[config.mk]
export PLATFORM = sky130hd
export DESIGN_NAME = dre_back_flat
export DESIGN_NICKNAME = d
export VERILOG_FILES = /design/src/sv/dre_pkg.sv /design/src/sv/dre_rsp_if.sv /design/src/sv/dre_back.sv /design/src/flat_wrapper.sv
export SDC_FILE = /design/constraint.sdc
export NUM_CORES = 1
export LEC_CHECK = 0
export ABC_AREA = 1
export ABC_CLOCK_PERIOD_IN_PS = 5300
export BUFFER_PORTS_ARGS = -buffer_cell sky130_fd_sc_hd__buf_2
export CAP_MARGIN = 10
export CELL_PAD_IN_SITES_DETAIL_PLACEMENT = 1
export CELL_PAD_IN_SITES_GLOBAL_PLACEMENT = 1
export CORE_UTILIZATION = 47
export CTS_CLUSTER_DIAMETER = 50
export CTS_CLUSTER_SIZE = 30
export DETAILED_ROUTE_END_ITERATION = 6
export PLACE_DENSITY = 0.92
export SLEW_MARGIN = 10
export SYNTH_ARGS = -nofsm -noshare
export SYNTH_HDL_FRONTEND = slang
export SYNTH_SLANG_ARGS = --single-unit
[constraint.sdc]
create_clock -name clock -period 5.3 [get_ports clock]
set_clock_uncertainty 0.1 [all_clocks]
set_input_delay 0.795 -clock clock [delete_from_list [all_inputs] [get_ports clock]]
set_output_delay 0.795 -clock clock [all_outputs]
set_load 0.01 [all_outputs]
[src/sv/dre_pkg.sv]
// Shared constants and types of the delta row encoder.
`timescale 1ns / 1ps

package dre_pkg;

   // Row store and run geometry
   localparam int MAX_ROW_BYTES   = 1024;
   localparam int MAX_RUN         = 8;
   localparam int MAX_RESULTS     = 15;
   localparam int ADDR_W          = $clog2(MAX_ROW_BYTES);
   localparam int ROW_W           = 11;
   localparam int BYTE_W          = 8;
   localparam int RUN_LEN_W       = $clog2(MAX_RUN) + 1;
   localparam int RUN_IDX_W       = $clog2(MAX_RUN);
   localparam int CNT_W           = $clog2(MAX_RESULTS);
   localparam int QUEUE_DEPTH     = 4;
   localparam int QPTR_W          = $clog2(QUEUE_DEPTH);
   localparam int QCNT_W          = QPTR_W + 1;

   // Command byte fields
   localparam int OFF_FIELD_W     = 5;
   localparam int LEN_FIELD_W     = BYTE_W - OFF_FIELD_W;

   localparam logic [ROW_W-1:0]       ROW_BYTES_RESET = ROW_W'(877);
   localparam logic [OFF_FIELD_W-1:0] OFF_ESCAPE      = 5'h1f;
   localparam logic [BYTE_W-1:0]      EXT_FULL        = 8'hff;

   // One compressed run handed from the front end to the back end.  An
   // optional one-byte tail run follows when a new run opens on the row end.
   typedef struct packed {
      logic [RUN_LEN_W-1:0]            run_len;
      logic [ROW_W-1:0]                run_off;
      logic [MAX_RUN-1:0][BYTE_W-1:0]  run_data;
      logic                            has_tail;
      logic [ROW_W-1:0]                tail_off;
      logic [BYTE_W-1:0]               tail_byte;
      logic                            row_end;
   } job_type;

endpackage

[src/sv/dre_rsp_if.sv]
// Response channel: one compressed byte with its burst and row markers.
`timescale 1ns / 1ps

interface dre_rsp_if;
   import dre_pkg::*;

   logic              valid;
   logic              ready;
   logic [BYTE_W-1:0] out_byte;
   logic              burst_last;
   logic              row_end;

   modport source (output valid, output out_byte, output burst_last, output row_end,
                   input ready);
   modport sink   (input valid, input out_byte, input burst_last, input row_end,
                   output ready);
endinterface

[src/sv/dre_back.sv]
// Back end: serializes each run into command, offset extension and data bytes.
`timescale 1ns / 1ps

module dre_back (
   input  logic             clock,
   input  logic             reset,
   input  logic             q_valid,
   input  dre_pkg::job_type q_job,
   output logic             q_pop,
   dre_rsp_if.source        rsp
);
   import dre_pkg::*;

   localparam logic [1:0] ST_IDLE = 2'd0;
   localparam logic [1:0] ST_CMD  = 2'd1;
   localparam logic [1:0] ST_EXT  = 2'd2;
   localparam logic [1:0] ST_DATA = 2'd3;

   logic [1:0]           state_ff, state_in;
   job_type              job_ff, job_in;
   logic [ROW_W-1:0]     rem_ff, rem_in;
   logic [RUN_IDX_W-1:0] idx_ff, idx_in;
   logic [CNT_W-1:0]     cnt_ff, cnt_in;

   logic                 out_valid_ff, out_valid_in;
   logic [BYTE_W-1:0]    out_byte_ff, out_byte_in;
   logic                 out_last_ff, out_last_in;
   logic                 out_end_ff, out_end_in;

   logic                 fire;
   logic                 nat_last;
   logic                 last;
   logic [RUN_LEN_W-1:0] len_m1;

   assign fire   = (state_ff != ST_IDLE) && (!out_valid_ff || rsp.ready);
   assign len_m1 = job_ff.run_len - RUN_LEN_W'(1);

   always_comb begin
      state_in     = state_ff;
      job_in       = job_ff;
      rem_in       = rem_ff;
      idx_in       = idx_ff;
      cnt_in       = cnt_ff;
      out_valid_in = out_valid_ff;
      out_byte_in  = out_byte_ff;
      out_last_in  = out_last_ff;
      out_end_in   = out_end_ff;
      q_pop        = 1'b0;
      nat_last     = 1'b0;
      last         = 1'b0;

      // Drop the held byte once taken
      if (out_valid_ff && rsp.ready) begin
         out_valid_in = 1'b0;
      end

      if (fire) begin
         unique case (state_ff)
            ST_CMD: begin
               if (job_ff.run_off >= ROW_W'(OFF_ESCAPE)) begin
                  out_byte_in = {len_m1[LEN_FIELD_W-1:0], OFF_ESCAPE};
                  rem_in      = job_ff.run_off - ROW_W'(OFF_ESCAPE);
                  state_in    = ST_EXT;
               end else begin
                  out_byte_in = {len_m1[LEN_FIELD_W-1:0], job_ff.run_off[OFF_FIELD_W-1:0]};
                  idx_in      = '0;
                  state_in    = ST_DATA;
               end
            end
            ST_EXT: begin
               if (rem_ff >= ROW_W'(EXT_FULL)) begin
                  out_byte_in = EXT_FULL;
                  rem_in      = rem_ff - ROW_W'(EXT_FULL);
               end else begin
                  out_byte_in = rem_ff[BYTE_W-1:0];
                  idx_in      = '0;
                  state_in    = ST_DATA;
               end
            end
            ST_DATA: begin
               out_byte_in = job_ff.run_data[idx_ff];
               if (RUN_LEN_W'(idx_ff) == len_m1) begin
                  if (job_ff.has_tail) begin
                     // Move on to the one-byte run opened by the row end
                     job_in.run_len     = RUN_LEN_W'(1);
                     job_in.run_off     = job_ff.tail_off;
                     job_in.run_data[0] = job_ff.tail_byte;
                     job_in.has_tail    = 1'b0;
                     state_in           = ST_CMD;
                  end else begin
                     nat_last = 1'b1;
                  end
               end else begin
                  idx_in = idx_ff + RUN_IDX_W'(1);
               end
            end
            default: begin
               state_in = ST_IDLE;
            end
         endcase

         // Cap the burst of one request at the result limit
         last         = nat_last || (cnt_ff == CNT_W'(MAX_RESULTS - 1));
         out_valid_in = 1'b1;
         out_last_in  = last;
         out_end_in   = last && job_ff.row_end;
         cnt_in       = cnt_ff + CNT_W'(1);
         if (last) begin
            state_in = ST_IDLE;
         end
      end

      // Load the next run when free
      if ((state_ff == ST_IDLE || (fire && last)) && q_valid) begin
         q_pop    = 1'b1;
         job_in   = q_job;
         cnt_in   = '0;
         state_in = ST_CMD;
      end
   end

   assign rsp.valid      = out_valid_ff;
   assign rsp.out_byte   = out_byte_ff;
   assign rsp.burst_last = out_last_ff;
   assign rsp.row_end    = out_end_ff;

   // Control state
   always_ff @(posedge clock) begin
      if (reset) begin
         state_ff     <= ST_IDLE;
         out_valid_ff <= 1'b0;
      end else begin
         state_ff     <= state_in;
         out_valid_ff <= out_valid_in;
      end
   end

   // Payload
   always_ff @(posedge clock) begin
      job_ff      <= job_in;
      rem_ff      <= rem_in;
      idx_ff      <= idx_in;
      cnt_ff      <= cnt_in;
      out_byte_ff <= out_byte_in;
      out_last_ff <= out_last_in;
      out_end_ff  <= out_end_in;
   end

endmodule

[src/flat_wrapper.sv]
// flat-port wrapper written by rule: the top's interface ports become plain ports
module dre_back_flat import dre_pkg::*;
  (clock, reset, q_valid, q_job, q_pop, rsp_valid, rsp_out_byte, rsp_burst_last, rsp_row_end, rsp_ready);
  dre_rsp_if rsp_i ();
  input  logic clock;
  input  logic reset;
  input  logic q_valid;
  input  dre_pkg::job_type q_job;
  output logic q_pop;
  output wire logic [$bits(rsp_i.valid)-1:0] rsp_valid;
  output wire logic [$bits(rsp_i.out_byte)-1:0] rsp_out_byte;
  output wire logic [$bits(rsp_i.burst_last)-1:0] rsp_burst_last;
  output wire logic [$bits(rsp_i.row_end)-1:0] rsp_row_end;
  input wire logic [$bits(rsp_i.ready)-1:0] rsp_ready;
  assign rsp_valid = rsp_i.valid;
  assign rsp_out_byte = rsp_i.out_byte;
  assign rsp_burst_last = rsp_i.burst_last;
  assign rsp_row_end = rsp_i.row_end;
  assign rsp_i.ready = rsp_ready;
  dre_back u_core (.clock(clock), .reset(reset), .q_valid(q_valid), .q_job(q_job), .q_pop(q_pop), .rsp(rsp_i));
endmodule
# --- After elaboration in Yosys (flattened, before gate mapping) ---
# Index checks and enable logic that the tools add are counted.
word_totals:
  out_inout_bits: 12
  word_cells: 110
  regBits: 131
  input_bits: 104
classes:
  addsub: 5
  n_mux: 37
  eq_ne: 16
  reduce_logical: 26
  n_lt_le_gt_ge: 3
ops:
  columns: ["op", "count"]
  rows:
  - ["2-to-1 mux 100 bit", 1]
  - ["2-to-1 mux 15 bit", 4]
  - ["2-to-1 mux 9 bit", 4]
  - ["binary-select mux 8 bit (select 3 bit)", 1]
  - ["case mux 8 bit (3 select lines)", 1]
  - ["2-to-1 mux 11 bit", 2]
  - ["case mux 11 bit (2 select lines)", 1]
  - ["2-to-1 mux 8 bit", 2]
  - ["AND reduction 4 bit", 4]
  - ["nonzero test 2 bit", 7]
  - [">= comparator 11 x 5 -> 1 bit (second input constant)", 1]
  - [">= comparator 11 x 8 -> 1 bit (second input constant)", 1]
  - ["2-to-1 mux 1 bit", 11]
  - ["subtractor 11 x 5 -> 11 bit (second input constant)", 1]
  - ["subtractor 11 x 8 -> 11 bit (second input constant)", 1]
  - ["2-to-1 mux 3 bit", 3]
  - ["case mux 3 bit (3 select lines)", 1]
  - ["2-to-1 mux 2 bit", 4]
  - ["inequality test 4 x 1 -> 1 bit (second input constant)", 2]
  - ["inequality test 2 bit (second input constant)", 3]
  - ["inequality test 3 x 1 -> 1 bit (second input constant)", 2]
  - ["case mux 2 bit (3 select lines)", 1]
  - ["logical AND 1 bit", 5]
  - ["2-to-1 mux 5 bit", 1]
  - ["19 further kinds", 23]

# --- Depth between registers and ports, before layout ---
logic_depth:
  ltp_word: 12
  mapped_depth: 16
  depth_no_buf: 15

# --- Worst setup path before layout ---
# No wires, ideal clock.
synth_timing:
  path_type: "input port to flip-flop"
  startpoint: "input port rsp_ready"
  endpoint: "register u_core.job_ff[21] in the netlist's numbering, enable pin"
  setup_slack_ns: 2.234
  setup_ns: 0.406
  stages: 7
  n_path_buf: 1
  t_required_ns: 4.794
  arrival_time_ns: 2.560
  cell_sequence: "inv_1 nand2_1 nand2_1 inv_1 clkbuf_1 nand4_1 o21ai_1"
synth_via:
  elab_chain_len: 8
  elab_cells_between_ends: 11
  classes_between: "1 x mux; 10 x reduce/logical"
synth_rtl:
  columns: ["element", "line_no", "text"]
  rows:
  - ["from (decl)", "flat_wrapper.sv:14", "input wire logic [$bits(rsp_i.ready)-1:0] rsp_ready;"]
  - ["logical OR 1 bit *", "dre_back.sv:35", "assign fire = (state_ff != ST_IDLE) && (!out_valid_ff || rsp.ready);"]
  - ["logical AND 1 bit *", "dre_back.sv:35", null]
  - ["net u_core.fire", "dre_back.sv:30", "logic fire;"]
  - ["2-to-1 mux 1 bit", "dre_back.sv:57", "if (fire) begin"]
  - ["logical AND 1 bit", "dre_back.sv:114", "if ((state_ff == ST_IDLE || (fire && last)) && q_valid) begin"]
  - ["logical OR 1 bit", "dre_back.sv:114", null]
  - ["logical AND 1 bit", "dre_back.sv:114", null]
  - ["nonzero test 2 bit (no line)", null, null]
  - ["AND reduction 4 bit (no line) *", null, null]
  - ["to (signal assigned)", "dre_back.sv:140", "job_ff <= job_in;"]
  - ["to (decl)", "dre_back.sv:20", "job_type job_ff, job_in;"]
# Mark *: on every way through the listed nets, which the timed path passes. The rest lies on a longest branch.
# A chain may end at the register's enable or synchronous reset.

==> impl_results.md <==
* Non-Filler Instances at 808
* Worst-margin pin slew at 1.165 ns
* Hold Violations, Final at 0
* Drc violations at 0
* Hold Buf Count CTS at 0
* Die X at 113.4 um
* Fin Setup TNS at 0 ns
* Layout cells sized above 1 at 25.31%
* R2R Setup Slk at 1.50 ns
* Top post-synthesis cells by area: edfxtp_1, nand2_1, nor2_1
* Total CTS buffers at 17
* HP Start: u_core.rsp.valid
* Gr usage total at 25.79%
* Worst-path clk slew at 0.06 ns
* Post-DRT Antenna Nets at 0
* Reg-to-reg critical path startpoint: u_core.idx_ff[1]
* Postcts setup bufs at 0
* Min Tclk post-route at 3.797 ns
* Top cell type's share of synthesized area at 63.89%
* WP data arrival at 3.97 ns
* Worst r2r path cells at 11
* Antenna violations before repair at 0
* Worst hold path class: reg -> reg
* Die ar. at 0.01285 sq mm
* Asr flop ratio synth at 0%
* Rel. slew slack at 22.36%
* Maximum VDD drop at 0.3463 mV
* Final WL at 15280 um
* End of the worst hold path: u_core.rsp.valid
* Maximum clock path buffer count at 2
* First-pass GRT wire length at 24470 um
* Worst hold slack at 0.3990 ns
* M2 GR Usage at 45.32%
* Post-synth cell types at 36
* Total number of vias at 4450
* Syn. warnings at 0
* Synthesis-stage register bit count at 131
* Placed instance count at 776
* Syn_area_per_cell at 11.41 sq um
* Status: complete, no violations
* GRT met1 Usage at 29.49%
* Starting Density at 48.32%
* Final period utilization at 71.63%
* R2R Path End: u_core.job_ff[26]
* Synth-to-Final Area Change at 22.61%
* Routed length per placed instance at 18.90 um
* Vias in the first global route at 4813
* Post-synthesis cell count at 511
* Buffers on Ports at 115
* Via/cell ratio at 5.507
* Grt met3 use at 6.642%
* Clock sink count at 131
* Synthesized Nets at 626
* Gr busiest metal: met2
* CP endpoint kind: register
* CP max FO at 99
* Fmax at 263.4 MHz
* Tot Pwr at 2.734 mW
* Core Area at 0.01206 sq mm
* Drt pass-1 iters at 5
* Max_cap viols at 0
* Post-cts sizing count at 0
* Clock root buffer: clkbuf_16
* Initial DRC count at 251
* Hold depth at 2
* Boundary Pins at 116
* Final net count at 742
* Die height at 113.4 um
* Grt total ovfl at 0
* Kind of start point of the critical path: register
* Post-synthesis sequential area ratio at 66.29%
* Worst Path Class, Setup: reg -> reg
* EDFF count, synth at 124
* H-tree Lvls at 4
* RSZ-0062 raised after global routing: false
* Max-slew violation count at 0
* CTS tree: yes
* Antenna cell count at 0
* Worst skew pair latency at 0.41 ns
* PD cells at 382.6 mW/mm^2
* # rows at 40
* Final setup viols at 0
* Top FF cell, synth: edfxtp_1
* Post-DP HPWL at 10460 um
* Cell taking the most area after synthesis: edfxtp_1
* Largest net degree at the start of global routing at 100
* Lkg Pwr at 2.868 nW
* Required time of the critical path at 5.47 ns
* Routability Congestion at 0.8040
* Post-synthesis cell area at 0.005828 sq mm
* Final core occ at 59.24%
==> worst max-delay path: stages (launching register included) <==
cell      delay (ns)
edfxtp_1        1.01
xnor2_1         0.21
nor2_2          0.19
nand4_1         0.15
nand2_2         0.14
nand2_1         0.06
nand2_1         0.08
nand2_2         0.35
clkinv_2        0.15
buf_4           0.87
nand2_1         0.17
nand2_1         0.14
==> cells by family after synthesis <==
group | count (synthesis) | synth area share [%]
AND/OR/NAND/NOR | 211 | 14.90
flip-flops | 131 | 66.29
AO/OA/AOI/OAI | 78 | 8.609
buffers and inverters | 58 | 4.315
XOR/XNOR | 12 | 1.803
adder cells (fa/ha/maj) | 11 | 2.361
multiplexers | 10 | 1.718
==> area by class of cell <==
| class | instances | area [sq um] |
|---|---|---|
| Fill cell | 1283 | 4916 |
| Clock buffer | 21 | 470.5 |
| Timing Repair Buffer | 117 | 590.6 |
| Sequential cell | 131 | 3864 |
| Inverter | 38 | 143.9 |
| Multi-Input combinational cell | 322 | 1717 |
| Tap cell | 168 | 210.2 |
| Clock inverter | 11 | 150.1 |
==> cell usage in the layout, fill, tap and decap left out, types with 7 or more instances in the layout <==
master / Yosys / layout
edfxtp_1: 124 / 124
buf_2: 0 / 115
nand2_1: 113 / 113
nor2_1: 58 / 58
inv_1: 36 / 36
o21ai_0: 34 / 34
nand3_1: 22 / 22
clkbuf_16: 0 / 17
ha_1: 11 / 11
mux2i_1: 10 / 10
o221ai_1: 10 / 10
a21oi_1: 9 / 9
xor2_1: 7 / 7
dfxtp_1: 7 / 7
==> cell usage after synthesis, types with 2 or more instances <==
library cell / number
ha_1: 11
nand3_1: 22
dfxtp_1: 7
o211ai_1: 6
clkbuf_1: 13
nor2_2: 6
mux2i_1: 10
edfxtp_1: 124
xor2_1: 7
o221ai_1: 10
o21ai_0: 34
nand4_1: 4
xnor2_1: 5
buf_6: 3
o2111ai_1: 2
nand2_1: 113
inv_2: 2
a21oi_1: 9
nor3_1: 2
inv_1: 36
a21boi_0: 2
buf_4: 3
nor2_1: 58
nand2_2: 3
o32ai_1: 6
o22ai_1: 3
==> report_power, final <==
group	total (mW)	switching (mW)	leakage [nW]	internal, mW
Sequential	1.28	0.0429	1.23	1.24
Combinational	0.241	0.156	1.35	0.0851
Clock	1.21	0.434	0.288	0.779
Total	2.73	0.633	2.87	2.10
==> flip-flops by register name, summed over array words and instances, names as in the netlist <==
name	count
u_core.cnt_ff	4
u_core.idx_ff	3
u_core.job_ff	100
u_core.rem_ff	11
u_core.rsp.burst_last	1
u_core.rsp.out_byte	8
u_core.rsp.row_end	1
u_core.rsp.valid	1
u_core.state_ff	2
==> worst max-delay path by stage <==
stage,start,endpoint,slack (ns)
floorplan,rsp_ready,u_core.job_ff[21],2.23
global placement,u_core.idx_ff[1],u_core.job_ff[67],1.79
detailed placement,u_core.idx_ff[1],u_core.job_ff[67],1.60
CTS,u_core.idx_ff[1],u_core.job_ff[26],1.47
global route,u_core.idx_ff[1],u_core.job_ff[26],1.11
finish,u_core.idx_ff[1],u_core.job_ff[26],1.50
==> layer usage <==
layer / wire [um] / share of wire [%] / up-vias
li1: - / - / 2033
met1: 5936 / 39 / 2189
met4: 488 / 3.2 / 0
met5: 0 / 0 / -
met3: 918 / 6.0 / 37
met2: 7931 / 52 / 191
==> stage by stage <==
stage / cell area (sq um) / worst slack (ns)
6_report: 7146 / 1.503
5_1_grt: 7146 / 1.109
4_1_cts: 7146 / 1.474
3_5_place_dp: 6525 / 1.601
3_3_place_gp: 6525 / 1.790
2_1_floorplan: 5828 / 2.234
Note: power is estimated with default switching activity, not from simulation.
