--- src/sv/dre_pkg.sv ---
// Shared constants and types of the delta row encoder.
`timescale 1ns / 1ps

package dre_pkg;

   // Row store and run geometry
   localparam int MAX_ROW_BYTES   = 1024;
   localparam int MAX_RUN         = 8;
   localparam int MAX_RESULTS     = 15;
   localparam int ADDR_W          = $clog2(MAX_ROW_BYTES);
   localparam int ROW_W           = 11;
   localparam int BYTE_W          = 8;
   localparam int RUN_LEN_W       = $clog2(MAX_RUN) + 1;
   localparam int RUN_IDX_W       = $clog2(MAX_RUN);
   localparam int CNT_W           = $clog2(MAX_RESULTS);
   localparam int QUEUE_DEPTH     = 4;
   localparam int QPTR_W          = $clog2(QUEUE_DEPTH);
   localparam int QCNT_W          = QPTR_W + 1;

   // Command byte fields
   localparam int OFF_FIELD_W     = 5;
   localparam int LEN_FIELD_W     = BYTE_W - OFF_FIELD_W;

   localparam logic [ROW_W-1:0]       ROW_BYTES_RESET = ROW_W'(877);
   localparam logic [OFF_FIELD_W-1:0] OFF_ESCAPE      = 5'h1f;
   localparam logic [BYTE_W-1:0]      EXT_FULL        = 8'hff;

   // One compressed run handed from the front end to the back end.  An
   // optional one-byte tail run follows when a new run opens on the row end.
   typedef struct packed {
      logic [RUN_LEN_W-1:0]            run_len;
      logic [ROW_W-1:0]                run_off;
      logic [MAX_RUN-1:0][BYTE_W-1:0]  run_data;
      logic                            has_tail;
      logic [ROW_W-1:0]                tail_off;
      logic [BYTE_W-1:0]               tail_byte;
      logic                            row_end;
   } job_type;

endpackage

--- src/sv/dre_queue.sv ---
// Short run queue between the front end and the back end.
`timescale 1ns / 1ps

module dre_queue (
   input  logic             clock,
   input  logic             reset,
   input  logic             push,
   input  dre_pkg::job_type push_job,
   output logic             full,
   input  logic             pop,
   output logic             valid,
   output dre_pkg::job_type head_job
);
   import dre_pkg::*;

   job_type             q_mem [QUEUE_DEPTH];
   logic [QPTR_W-1:0]   wr_ptr_ff, rd_ptr_ff;
   logic [QCNT_W-1:0]   count_ff, count_in;
   logic                do_push, do_pop;

   assign full     = (count_ff == QCNT_W'(QUEUE_DEPTH));
   assign valid    = (count_ff != '0);
   assign head_job = q_mem[rd_ptr_ff];
   assign do_push  = push && !full;
   assign do_pop   = pop && valid;

   always_comb begin
      count_in = count_ff;
      if (do_push && !do_pop) begin
         count_in = count_ff + QCNT_W'(1);
      end else if (do_pop && !do_push) begin
         count_in = count_ff - QCNT_W'(1);
      end
   end

   // Store entries
   always_ff @(posedge clock) begin
      if (do_push) begin
         q_mem[wr_ptr_ff] <= push_job;
      end
   end

   // Advance pointers
   always_ff @(posedge clock) begin
      if (reset) begin
         wr_ptr_ff <= '0;
         rd_ptr_ff <= '0;
         count_ff  <= '0;
      end else begin
         count_ff <= count_in;
         if (do_push) begin
            wr_ptr_ff <= wr_ptr_ff + QPTR_W'(1);
         end
         if (do_pop) begin
            rd_ptr_ff <= rd_ptr_ff + QPTR_W'(1);
         end
      end
   end

endmodule

--- config.mk ---
export PLATFORM = sky130hd
export DESIGN_NAME = dre_queue
export DESIGN_NICKNAME = d
export VERILOG_FILES = /design/src/sv/dre_pkg.sv /design/src/sv/dre_queue.sv
export SDC_FILE = /design/constraint.sdc
export NUM_CORES = 1
export LEC_CHECK = 0
export BUFFER_PORTS_ARGS = -buffer_cell sky130_fd_sc_hd__buf_2
export CAP_MARGIN = 20
export CORE_ASPECT_RATIO = 1.25
export CORE_UTILIZATION = 24
export CTS_BUF_LIST = sky130_fd_sc_hd__clkbuf_4
export DETAILED_ROUTE_END_ITERATION = 10
export SLEW_MARGIN = 20
export SYNTH_ARGS = -nofsm -noshare
export SYNTH_HDL_FRONTEND = slang
export SYNTH_SLANG_ARGS = --single-unit
--- constraint.sdc ---
create_clock -name clock -period 6.6 [get_ports clock]
set_clock_uncertainty 0.2 [all_clocks]
set_input_delay 0.66 -clock clock [delete_from_list [all_inputs] [get_ports clock]]
set_output_delay 0.66 -clock clock [all_outputs]
set_load 0.03 [all_outputs]
======== After elaboration in Yosys (flattened, before gate mapping) ========
Memory sizes are Yosys's and may differ from the RTL's. A register that Yosys moved wholly into a read port is not among the register bits.
Index checks and enable logic that the tools add are counted.
storage, ports and cells
  register bits after elaboration ......... 7
  memory bits (writable) .................. 400
  output and inout bits ................... 102
  word-level logic and storage cells ...... 24
  memories kept ........................... 1
cells by class
  $add $sub $neg .......................... 4
  equal/unequal tests ..................... 1
  mux-type cells .......................... 6
  reduce and logical (&&, ||, !) cells .... 9
memories
  memory  words  width  rd ports  clocked after memory_dff  write ports  line             source
  q_mem   4      100    1         1                         1            dre_queue.sv:16  job_type q_mem [QUEUE_DEPTH];
operator list
  kind                                                                 count
  3-bit two-way mux                                                    2
  2-bit by 1-bit adder with 2-bit output (second input constant)       2
  1-bit logical AND                                                    4
  2-bit two-way mux                                                    2
  3-bit by 1-bit adder with 3-bit output (second input constant)       1
  3-bit equality test (second input constant)                          1
  1-bit logical NOT                                                    3
  3-bit nonzero test                                                   1
  3-bit by 1-bit subtractor with 3-bit output (second input constant)  1
  1-bit two-way mux                                                    2
  2-bit nonzero test                                                   1

======== Depth between registers and ports, before layout ========
Gate-level depths: netlist of run 1.
  depth after elaboration ................. 7
  depth in mapped cells ................... 8
  gate-level depth less buffers ........... 8

======== Worst setup path before layout of run 1 ========
OpenSTA, ideal clock, no wires.
  path kind ............................... input to register
  start point ............................. in push
  end point ............................... mem q_mem[0][0] (netlist name), enable pin
  arrival time ............................ 3.311 ns
  data required time ...................... 5.930 ns
  slack ................................... 2.619 ns
  stages .................................. 3
  cells stage by stage .................... inv_1 nor2_1 and2_1
on the way
  cells in the longest elaborated chain, start to end .. 3
RTL lines
  element                                  line             source
  from (decl)                              dre_queue.sv:7   input logic push,
  1-bit logical AND                        dre_queue.sv:24  assign do_push = push && !full;
  net do_push                              dre_queue.sv:19  logic do_push, do_pop;
  1-bit two-way mux                        dre_queue.sv:38  if (do_push) begin
  1-bit two-way mux (implied by the code)  dre_queue.sv:39  q_mem[wr_ptr_ff] <= push_job;
  to (decl)                                dre_queue.sv:16
The timed path passes the listed nets, and every way through them passes these cells.

==> key figures, run 1 <==
Critical path
  • End of the critical path: head_job[84]
  • Crit. End Element: primary output
  • Startpoint types: flip-flop
  • R2R depth: 4
  • CP Max Fanout: 62
  • Critical path arrival: 3210 ps
  • R2r setup slk: 3350 ps
  • RR Endpoint: q_mem[3][74]$_DFFE_PP_
  • Worst R2R Start: count_ff[0]$_SDFFE_PP0P_
  • Req. time, crit path: 5740 ps
  • CP Class: flip-flop to primary output

Power and ir drop
  • Power per cell area: 382 nW/um^2
  • Leak: 6.45 nW
  • Peak VDD IR: 0.193 mV

Timing
  • Final Cycle Share: 61.7%
  • Worst-margin pin slew: 1020 ps
  • Final Max Tran Viols: 0
  • Final setup violating endpoints: 0
  • Unrepaired setup endpoints after global routing: false
  • Setup_tns: 0 ps
  • Min Tclk post-route: 4070 ps
  • Peak Freq: 246 MHz
  • Rel. slew slack: 32.2%
  • Fin. Hold Viols: 0

Worst hold path
  • WHS Path Cells: 2
  • HP Class: flip-flop to flip-flop

Run status
  • Status: finished clean

GRT
  • Vias in the first global route: 8101
  • GRT Overall Usage: 9.79%
  • Largest net degree at the start of global routing: 73
  • Gr ovfl total: 0
  • Initial antenna violation count: 4
  • First-pass GRT wire length: 45.7 mm

Finish
  • Fraction of layout cells with a size suffix above 1: 44.7%
  • Final core occ: 31.1%
  • Number of fill cells: 6022
  • Layout net count: 1074
  • Area grow syn2layout: 28.3%

Yosys
  • Gate Count Post-Synth: 570
  • Async S/R FF share, synth: 0%
  • Post-Syn Area: 15000 um^2
  • Number of synthesized flops with an enable pin: 400
  • FF+latch count, synth: 409
  • Post-synth top area cell: edfxtp_1
  • Distinct cell type count after synthesis: 22
  • Post-synth top area share: 80.1%
  • Syn_nets: 680
  • Sequential area share after synthesis: 81.3%
  • Syn_area_per_cell: 26.3 um^2
  • Synth warnings: 0
  • Count leader, synth: edfxtp_1
  • Synth top area cells: edfxtp_1, mux4_2, buf_12
  • Top post-synthesis cells by count: edfxtp_1, mux4_2, buf_12, buf_2, dfxtp_1
  • Most used DFF post-synth: edfxtp_1

Place
  • Post-DP HPWL: 16.9 mm
  • Port bufs: 205
  • GPL Wtd Cong: 0.682

Routing
  • Via Count: 7387
  • Final wirelength: 30.8 mm
  • Routed WL per cell: 16.5 um
  • Residual DRC: 0
  • Initial drt markers: 271
  • DRT antenna net count: 0
  • Avg Vias per Cell: 3.95
  • First-pass DRT Iterations: 4

Die
  • Die Y: 281 um
  • Placeable Area: 61900 um^2
  • DIE AREA: 63500 um^2
  • Initial Utilization: 24.2%
  • Std-Cell Rows: 102
  • Die X: 226 um
  • IO Pins: 206

CTS
  • CTS H-tree depth: 3
  • CTS tree: yes
  • CTS Root Buffer Type: clkbuf_4
  • Number of CTS-inserted buffers: 100
  • Max Root-Sink Buffers: 3
  • Number of clock sinks: 409
  • Post-CTS setup buffers: 0
  • Later-pin clock latency in the skew report: 830 ps
  • Worst-path clk slew: 70 ps

Job
  • Max-cap violations: 0
==> power by group <==
part	switching [mW]	internal (mW)
combinational	1.19	0.754
clock	0.993	1.14
sequential	0.137	3.12
total	2.32	5.02
==> final cells by class <==
type / instances / area (um^2) / area share, %
flip-flops and latches: 409 / 12200 / 63.4
repair buffers: 315 / 2120 / 11.0
diodes: 3 / 7.51 / 0.0390
clock inverters: 42 / 325 / 1.69
inverters: 4 / 15.0 / 0.0780
multi-input cells: 134 / 2530 / 13.1
clock buffers: 133 / 998 / 5.19
well taps: 832 / 1040 / 5.41
==> cells in the final DEF (no fill, tap or decap), drive strengths merged <==
cell / Yosys / routed
a21oi: 2 / 2
mux2i: 2 / 2
diode: 0 / 3
buf: 22 / 211
ha: 5 / 5
clkinvlp: 0 / 1
nor2: 6 / 6
o21ai: 2 / 2
dlygate4sd3: 0 / 104
clkinv: 0 / 33
and2: 4 / 4
nand2b: 2 / 2
xor2: 4 / 4
clkbuf: 1 / 133
dfxtp: 9 / 9
nor3b: 1 / 1
mux4: 100 / 100
inv: 4 / 7
bufinv: 0 / 5
o31ai: 1 / 1
edfxtp: 400 / 400
or3: 3 / 3
fa: 1 / 1
o311ai: 1 / 1
==> sequential cells by signal, summed over array words and instances, names as in the netlist, named ones only <==
name / flops
q_mem: 400
count_ff: 3
rd_ptr_ff: 2
wr_ptr_ff: 2
==> worst max-delay path, cell delays in order, from the launching register on <==
cell,delay [ps]
dfxtp_4,1010
buf_4,670
mux4_2,440
buf_2,200
==> layer usage <==
layer	wire length (um)	GRT usage [%]
met2	15300	16.3
met5	27	0
met1	12100	10.9
met3	2380	3.56
met4	965	5.27
==> metrics by stage <==
| stage | setup WS, ps | instances | hold WS (ps) | total power, mW | cell area, um^2 |
|---|---|---|---|---|---|
| after floorplan | 2620 | 570 | 282 | 4.80 | 15000 |
| after global routing | 2230 | 1872 | 262 | 7.73 | 19200 |
| after CTS | 2270 | 1869 | 197 | 7.52 | 19200 |
| final | 2530 | 1872 | 324 | 7.35 | 19200 |
| after global placement | 3110 | 1590 | 291 | 5.25 | 16900 |
| after detailed placement | 3070 | 1590 | 319 | 5.27 | 16900 |
==> what timing repair did <==
| action | CTS | global route |
|---|---|---|
| hold buffers | 104 | 0 |
| hold endpoints to repair | 409 | 0 |
| resized for setup | 0 | 0 |
==> kinds of logic after synthesis <==
logic type,Yosys count,share of synthesized area [%]
buffers and inverters,27,1.89
flip-flops,409,81.3
multiplexers,102,15.2
XOR/XNOR,4,0.234
adder cells (fa/ha/maj),6,0.551
AND/OR/NAND/NOR,16,0.609
AO/OA/AOI/OAI,6,0.242
==> worst min path at each step <==
| stage | startpoint | endpoint |
|---|---|---|
| floorplan | wr_ptr_ff[1]$_SDFFE_PP0P_ | wr_ptr_ff[1]$_SDFFE_PP0P_ |
| global placement | wr_ptr_ff[1]$_SDFFE_PP0P_ | wr_ptr_ff[1]$_SDFFE_PP0P_ |
| detailed placement | wr_ptr_ff[1]$_SDFFE_PP0P_ | wr_ptr_ff[1]$_SDFFE_PP0P_ |
| CTS | push_job[23] | q_mem[1][23]$_DFFE_PP_ |
| global route | push_job[88] | q_mem[0][88]$_DFFE_PP_ |
| finish | wr_ptr_ff[1]$_SDFFE_PP0P_ | wr_ptr_ff[1]$_SDFFE_PP0P_ |
Power figures use the tool's default switching activity.
==> run 2, diff against run 1 <==
--- a/config.mk
+++ b/config.mk
@@ -5,6 +5,7 @@
 export SDC_FILE = /design/constraint.sdc
 export NUM_CORES = 1
 export LEC_CHECK = 0
+export ABC_AREA = 1
 export BUFFER_PORTS_ARGS = -buffer_cell sky130_fd_sc_hd__buf_2
 export CAP_MARGIN = 20
 export CORE_ASPECT_RATIO = 1.25
==> constraint.sdc (replaced) <==
create_clock -name clock -period 4 [get_ports clock]
set_clock_uncertainty 0.2 [all_clocks]
set_input_delay 0.4 -clock clock [delete_from_list [all_inputs] [get_ports clock]]
set_output_delay 0.4 -clock clock [all_outputs]
set_load 0.03 [all_outputs]
==> key figures, run 2 <==
Die
  • Placeable Area: 63400 um^2
  • Die X: 229 um
  • DIE AREA: 65400 um^2
  • Std-Cell Rows: 103
  • Die Y: 286 um
  • Initial Utilization: 24.4%
  • IO Pins: 206

Finish
  • Layout net count: 1513
  • Commonest non-fill, non-tap cells in the layout: edfxtp_1, nor2_1, buf_2
  • Commonest non-fill, non-tap cell in the layout: edfxtp_1
  • Top reg by flops: q_mem
  • Area grow syn2layout: 27.4%
  • Largest registers: q_mem: 400 flops, count_ff: 3 flops
  • Final core occ: 31.0%
  • Max FFs per register: 400
  • Fraction of layout cells with a size suffix above 1: 26.7%

Critical path
  • Crit. End Element: primary output
  • RR Endpoint: count_ff[1]$_SDFFE_PP0P_
  • Critical path arrival: 2690 ps
  • Req. time, crit path: 3400 ps
  • Startpoint types: flip-flop
  • R2r setup slk: 1530 ps
  • CP Class: flip-flop to primary output
  • R2R depth: 9
  • CP Max Fanout: 98
  • Worst R2R Start: count_ff[1]$_SDFFE_PP0P_

CTS
  • CTS Root Buffer Type: clkbuf_4
  • Later-pin clock latency in the skew report: 790 ps
  • Max Root-Sink Buffers: 3
  • Worst-path clk slew: 70 ps
  • CTS H-tree depth: 3
  • Number of clock sinks: 409
  • CTS tree: yes
  • Number of CTS-inserted buffers: 102

Yosys
  • Gate Count Post-Synth: 1036
  • Post-synth top area share: 77.8%
  • Post-synth top area cell: edfxtp_1
  • Distinct cell type count after synthesis: 26
  • Synth top area cells: edfxtp_1, nor2_1, o22ai_1
  • Syn_nets: 1146
  • FF+latch count, synth: 409
  • Top post-synthesis cells by count: edfxtp_1, nor2_1, o21ai_0, o22ai_1, o21ai_1
  • Count leader, synth: edfxtp_1
  • Sequential area share after synthesis: 78.9%
  • Synth warnings: 0
  • Post-synthesis mux area share: 0%
  • Adder-Cell Fraction of Synth Area: 0.535%
  • Post-Syn Area: 15400 um^2
  • Async S/R FF share, synth: 0%
  • Post-Synth Simple-Gate Area: 5.78%
  • Synth Area in Compound Gates: 10.8%
  • Main combinational cell family by area after synthesis: compound AO/OA/AOI/OAI gates
  • Most used DFF post-synth: edfxtp_1
  • Number of synthesized flops with an enable pin: 400
  • Syn_area_per_cell: 14.9 um^2
  • Synth Area in XOR/XNOR: 0.0567%

GRT
  • Largest net degree at the start of global routing: 201
  • Vias in the first global route: 10400
  • Gr ovfl total: 0
  • Initial antenna violation count: 2
  • First-pass GRT wire length: 56.3 mm
  • GRT Overall Usage: 11.1%

Job
  • Max-cap violations: 0

Routing
  • Initial drt markers: 501
  • Via Count: 9973
  • Avg Vias per Cell: 4.29
  • Final wirelength: 36.6 mm
  • Routed WL per cell: 15.8 um
  • First-pass DRT Iterations: 4
  • Residual DRC: 0
  • DRT antenna net count: 0

Timing
  • Final Cycle Share: 82.3%
  • Min Tclk post-route: 3290 ps
  • Rel. slew slack: 39.5%
  • Setup ws final: 709 ps
  • Fin. Hold Viols: 0
  • Worst-margin pin slew: 908 ps
  • Final setup violating endpoints: 0
  • Unrepaired setup endpoints after global routing: false
  • Final Max Tran Viols: 0
  • Peak Freq: 304 MHz

Power and ir drop
  • Peak VDD IR: 0.378 mV
  • Pwr Total: 12.5 mW
  • Leak: 6.89 nW
  • Power per cell area: 634 nW/um^2

Worst hold path
  • Hold_sp: push_job[71]
  • WHS Path Cells: 2
  • HP Class: primary input to flip-flop
  • Worst hold endpoint: q_mem[0][71]$_DFFE_PP_

Place
  • Pre-CTS setup slack: 1510 ps
  • Post-DP HPWL: 19.8 mm
  • GPL Wtd Cong: 0.708
  • Port bufs: 205

Run status
  • Status: finished clean
-- run 2: logic make-up after synthesis --
logic type               count (synthesis)
buffers and inverters                   82
adder cells (fa/ha/maj)                  6
AND/OR/NAND/NOR                        234
AO/OA/AOI/OAI                          304
flip-flops                             409
XOR/XNOR                                 1
-- run 2: layout make-up --
type                    count  area (um^2)
clock buffers             142         1070
well taps                 840         1050
multi-input cells         545         2690
flip-flops and latches    409        12200
fillers                  6346        43700
diodes                      6         15.0
clock inverters            39          253
inverters                  17         70.1
repair buffers            328         2330
-- run 2: per-layer routing --
| layer | up-vias | wire, um | global-route usage, % |
|---|---|---|---|
| met5 | - | 0 | 0 |
| met4 | 0 | 872 | 4.97 |
| met3 | 68 | 2220 | 3.18 |
| met2 | 286 | 18900 | 19.7 |
| met1 | 4898 | 14600 | 12.2 |
| li1 | 4721 | - | - |
-- run 2: what timing repair did --
item | 4_1_cts | 5_1_grt
endpoints found under the hold margin | 409 | 0
gates resized for setup | 0 | 0
hold buffers | 104 | 0
setup buffers | 0 | 0
-- run 2: where the power goes --
part | total [mW] | switching (mW) | internal, mW
sequential | 5.33 | 0.126 | 5.21
combinational | 3.66 | 2.67 | 0.990
clock | 3.49 | 1.65 | 1.84
-- run 2: per-stage QoR --
stage                     hold slack [ps]  TNS, ps  area, um^2  instances
after global placement                290        0       17300       2035
after floorplan                       259  -632620       15400       1036
final                                 135        0       19700       2326
after detailed placement              291        0       17300       2035
after CTS                            4.95        0       19700       2320
after global routing                 12.6        0       19700       2326
-- run 2: worst max-delay path by stage --
stage,slack (ps),depth (start not counted),end
after floorplan,-1580,4,q_mem[0][0]$_DFFE_PP_
after global placement,1540,5,head_job[54]
after detailed placement,1510,5,head_job[47]
after CTS,560,5,head_job[54]
after global routing,440,5,head_job[54]
final,710,5,head_job[47]
-- run 2: critical path, stage by stage (launching register included) --
cell	delay, ps
dfxtp_4	360
inv_6	590
buf_12	310
o21ai_1	90
o22ai_1	220
buf_2	240
==> run 3, diff against run 2 <==
==> constraint.sdc (replaced) <==
create_clock -name clock -period 3 [get_ports clock]
set_clock_uncertainty 0.2 [all_clocks]
set_input_delay 0.3 -clock clock [delete_from_list [all_inputs] [get_ports clock]]
set_output_delay 0.3 -clock clock [all_outputs]
set_load 0.03 [all_outputs]
==> key figures, run 3 (synthesis gave the netlist of run 2 again) <==
Run status
  • Status: finished clean

CTS
  • CTS tree: yes
  • CTS H-tree depth: 3
  • Worst-path clk slew: 70 ps
  • Max Root-Sink Buffers: 3
  • CTS Root Buffer Type: clkbuf_4
  • Later-pin clock latency in the skew report: 780 ps
  • Number of clock sinks: 409
  • Number of CTS-inserted buffers: 103

Power and ir drop
  • Sw Pwr: 6.18 mW
  • Pwr Total: 17.5 mW
  • Leak: 7.52 nW
  • Internal power: 11.3 mW
  • Flop pwr share: 40.7%
  • Clk network pwr share: 28.0%
  • Combinational fraction of design power: 31.2%
  • Sw Share: 35.4%
  • Peak VDD IR: 0.524 mV
  • Power per cell area: 828 nW/um^2

Die
  • Die X: 229 um
  • DIE AREA: 65400 um^2
  • Std-Cell Rows: 103
  • IO Pins: 206
  • Die Y: 286 um
  • Initial Utilization: 24.4%
  • Placeable Area: 63400 um^2

GRT
  • Vias in the first global route: 11100
  • Initial antenna violation count: 5
  • GRT Overall Usage: 12.1%
  • Largest net degree at the start of global routing: 85
  • Gr ovfl total: 0
  • First-pass GRT wire length: 60.9 mm

Finish
  • Reg area: 12200 um^2
  • Commonest non-fill, non-tap cells in the layout: edfxtp_1, nor2_1, buf_2
  • Final core occ: 33.3%
  • Commonest non-fill, non-tap cell in the layout: edfxtp_1
  • Number of fill cells: 6190
  • Largest registers: q_mem: 400 flops, count_ff: 3 flops
  • Top reg by flops: q_mem
  • Max FFs per register: 400
  • Area grow syn2layout: 36.5%
  • Fraction of layout cells with a size suffix above 1: 26.0%
  • Layout net count: 1629
  • Multi-input gate area: 2690 um^2

Critical path
  • Crit. End Element: primary output
  • Req. time, crit path: 2500 ps
  • CP Max Fanout: 26
  • R2R depth: 9
  • CP Class: flip-flop to primary output
  • Crit path cell chain: buf_4 -> bufbuf_16 -> o21ai_0 -> o22ai_1 -> buf_2
  • Worst path max stage delay: 440 ps
  • Critical path arrival: 2250 ps
  • Startpoint types: flip-flop
  • Slowest CP cell: dfxtp_4

Timing
  • Final Max Tran Viols: 0
  • Worst-margin pin slew: 601 ps
  • Final setup violating endpoints: 0
  • Rel. slew slack: 59.9%
  • Final Cycle Share: 91.8%
  • Peak Freq: 363 MHz
  • Hold_ws: 130 ps
  • Fin. Hold Viols: 0
  • Min Tclk post-route: 2750 ps

Routing
  • Final wirelength: 41.3 mm
  • Residual DRC: 0
  • Initial drt markers: 648
  • Via Count: 10700
  • Routed WL per cell: 17.0 um
  • Avg Vias per Cell: 4.38
  • DRT antenna net count: 0
  • First-pass DRT Iterations: 4

Place
  • GPL Wtd Cong: 0.724
  • Port bufs: 205
  • Post-DP HPWL: 20.2 mm

Job
  • Max-cap violations: 0

Worst hold path
  • HP Class: primary input to flip-flop
  • WHS Path Cells: 2
-- run 3: changes by cell type in the layout (fill, tap and decap cells not counted), moves of 2 or more --
| cell | previous run | this run |
|---|---|---|
| bufinv_16 | 3 | 6 |
| dlygate4sd3_1 | 104 | 201 |
| buf_4 | 9 | 15 |
| buf_16 | 0 | 7 |
| clkbuf_16 | 0 | 4 |
| diode_2 | 6 | 4 |
| clkinv_2 | 5 | 8 |
| clkinv_1 | 26 | 22 |
-- run 3: repair_timing --
action / 4_1_cts / 5_1_grt
buffers inserted: 6 / 5
hold buffers: 201 / 0
endpoints found under the hold margin: 409 / 0
cloned: 2 / 4
setup endpoints to repair: 96 / 6
pin swaps: 0 / 0
resized for setup: 10 / 4
-- run 3: path summary, 6_finish.rpt --
check / start / to / slack, ps
setup / recovery: flip-flop / head_job[62] / 250
hold / removal: push_job[45] / q_mem[1][45]$_DFFE_PP_ / 130
setup reg to reg: count_ff[1]$_SDFFE_PP0P_ / count_ff[1]$_SDFFE_PP0P_ / 640
hold reg to reg: rd_ptr_ff[0]$_SDFFE_PP0P_ / rd_ptr_ff[0]$_SDFFE_PP0P_ / 320
-- run 3: final cells by class --
cell class | count | area share [%]
Antenna cell | 4 | 0.0475
Clock buffer | 140 | 4.99
Clock inverter | 38 | 1.51
Inverter | 17 | 0.451
Multi-Input combinational cell | 545 | 12.7
Sequential cell | 409 | 57.9
Tap cell | 840 | 4.99
Timing Repair Buffer | 443 | 17.4
-- run 3: stage by stage --
step / TNS, ps / instance area, um^2 / std cells / setup WS (ps)
6_report: 0 / 21100 / 2436 / 246
2_1_floorplan: -376730 / 15500 / 1036 / -942
5_1_grt: -11.2 / 21100 / 2435 / -7.16
4_1_cts: -9.74 / 20900 / 2423 / -9.74
3_5_place_dp: 0 / 17400 / 2036 / 654
3_3_place_gp: 0 / 17400 / 2036 / 687
-- run 3: power by group through the flow --
stage / Sequential [mW] / Combinational, mW / Clock (mW)
final: 7.10 / 5.45 / 4.89
after floorplan: 7.22 / 3.48 / 0
after global placement: 7.23 / 4.80 / 0
after CTS: 7.13 / 5.31 / 5.07
after global routing: 7.14 / 5.83 / 5.36
after detailed placement: 7.26 / 4.88 / 0
-- run 3: worst max-delay path: cells and delay by family (launching register included) --
kind            cells  cell delay [ps]
compound gates      2              290
flops               1              440
buf+inv             3              710
-- run 3: routing by layer --
layer  global-route usage (%)  wire length (um)
met5                        0                 8
met1                     14.1             17200
met2                     20.9             20500
met3                     3.11              2600
met4                     5.55              1020
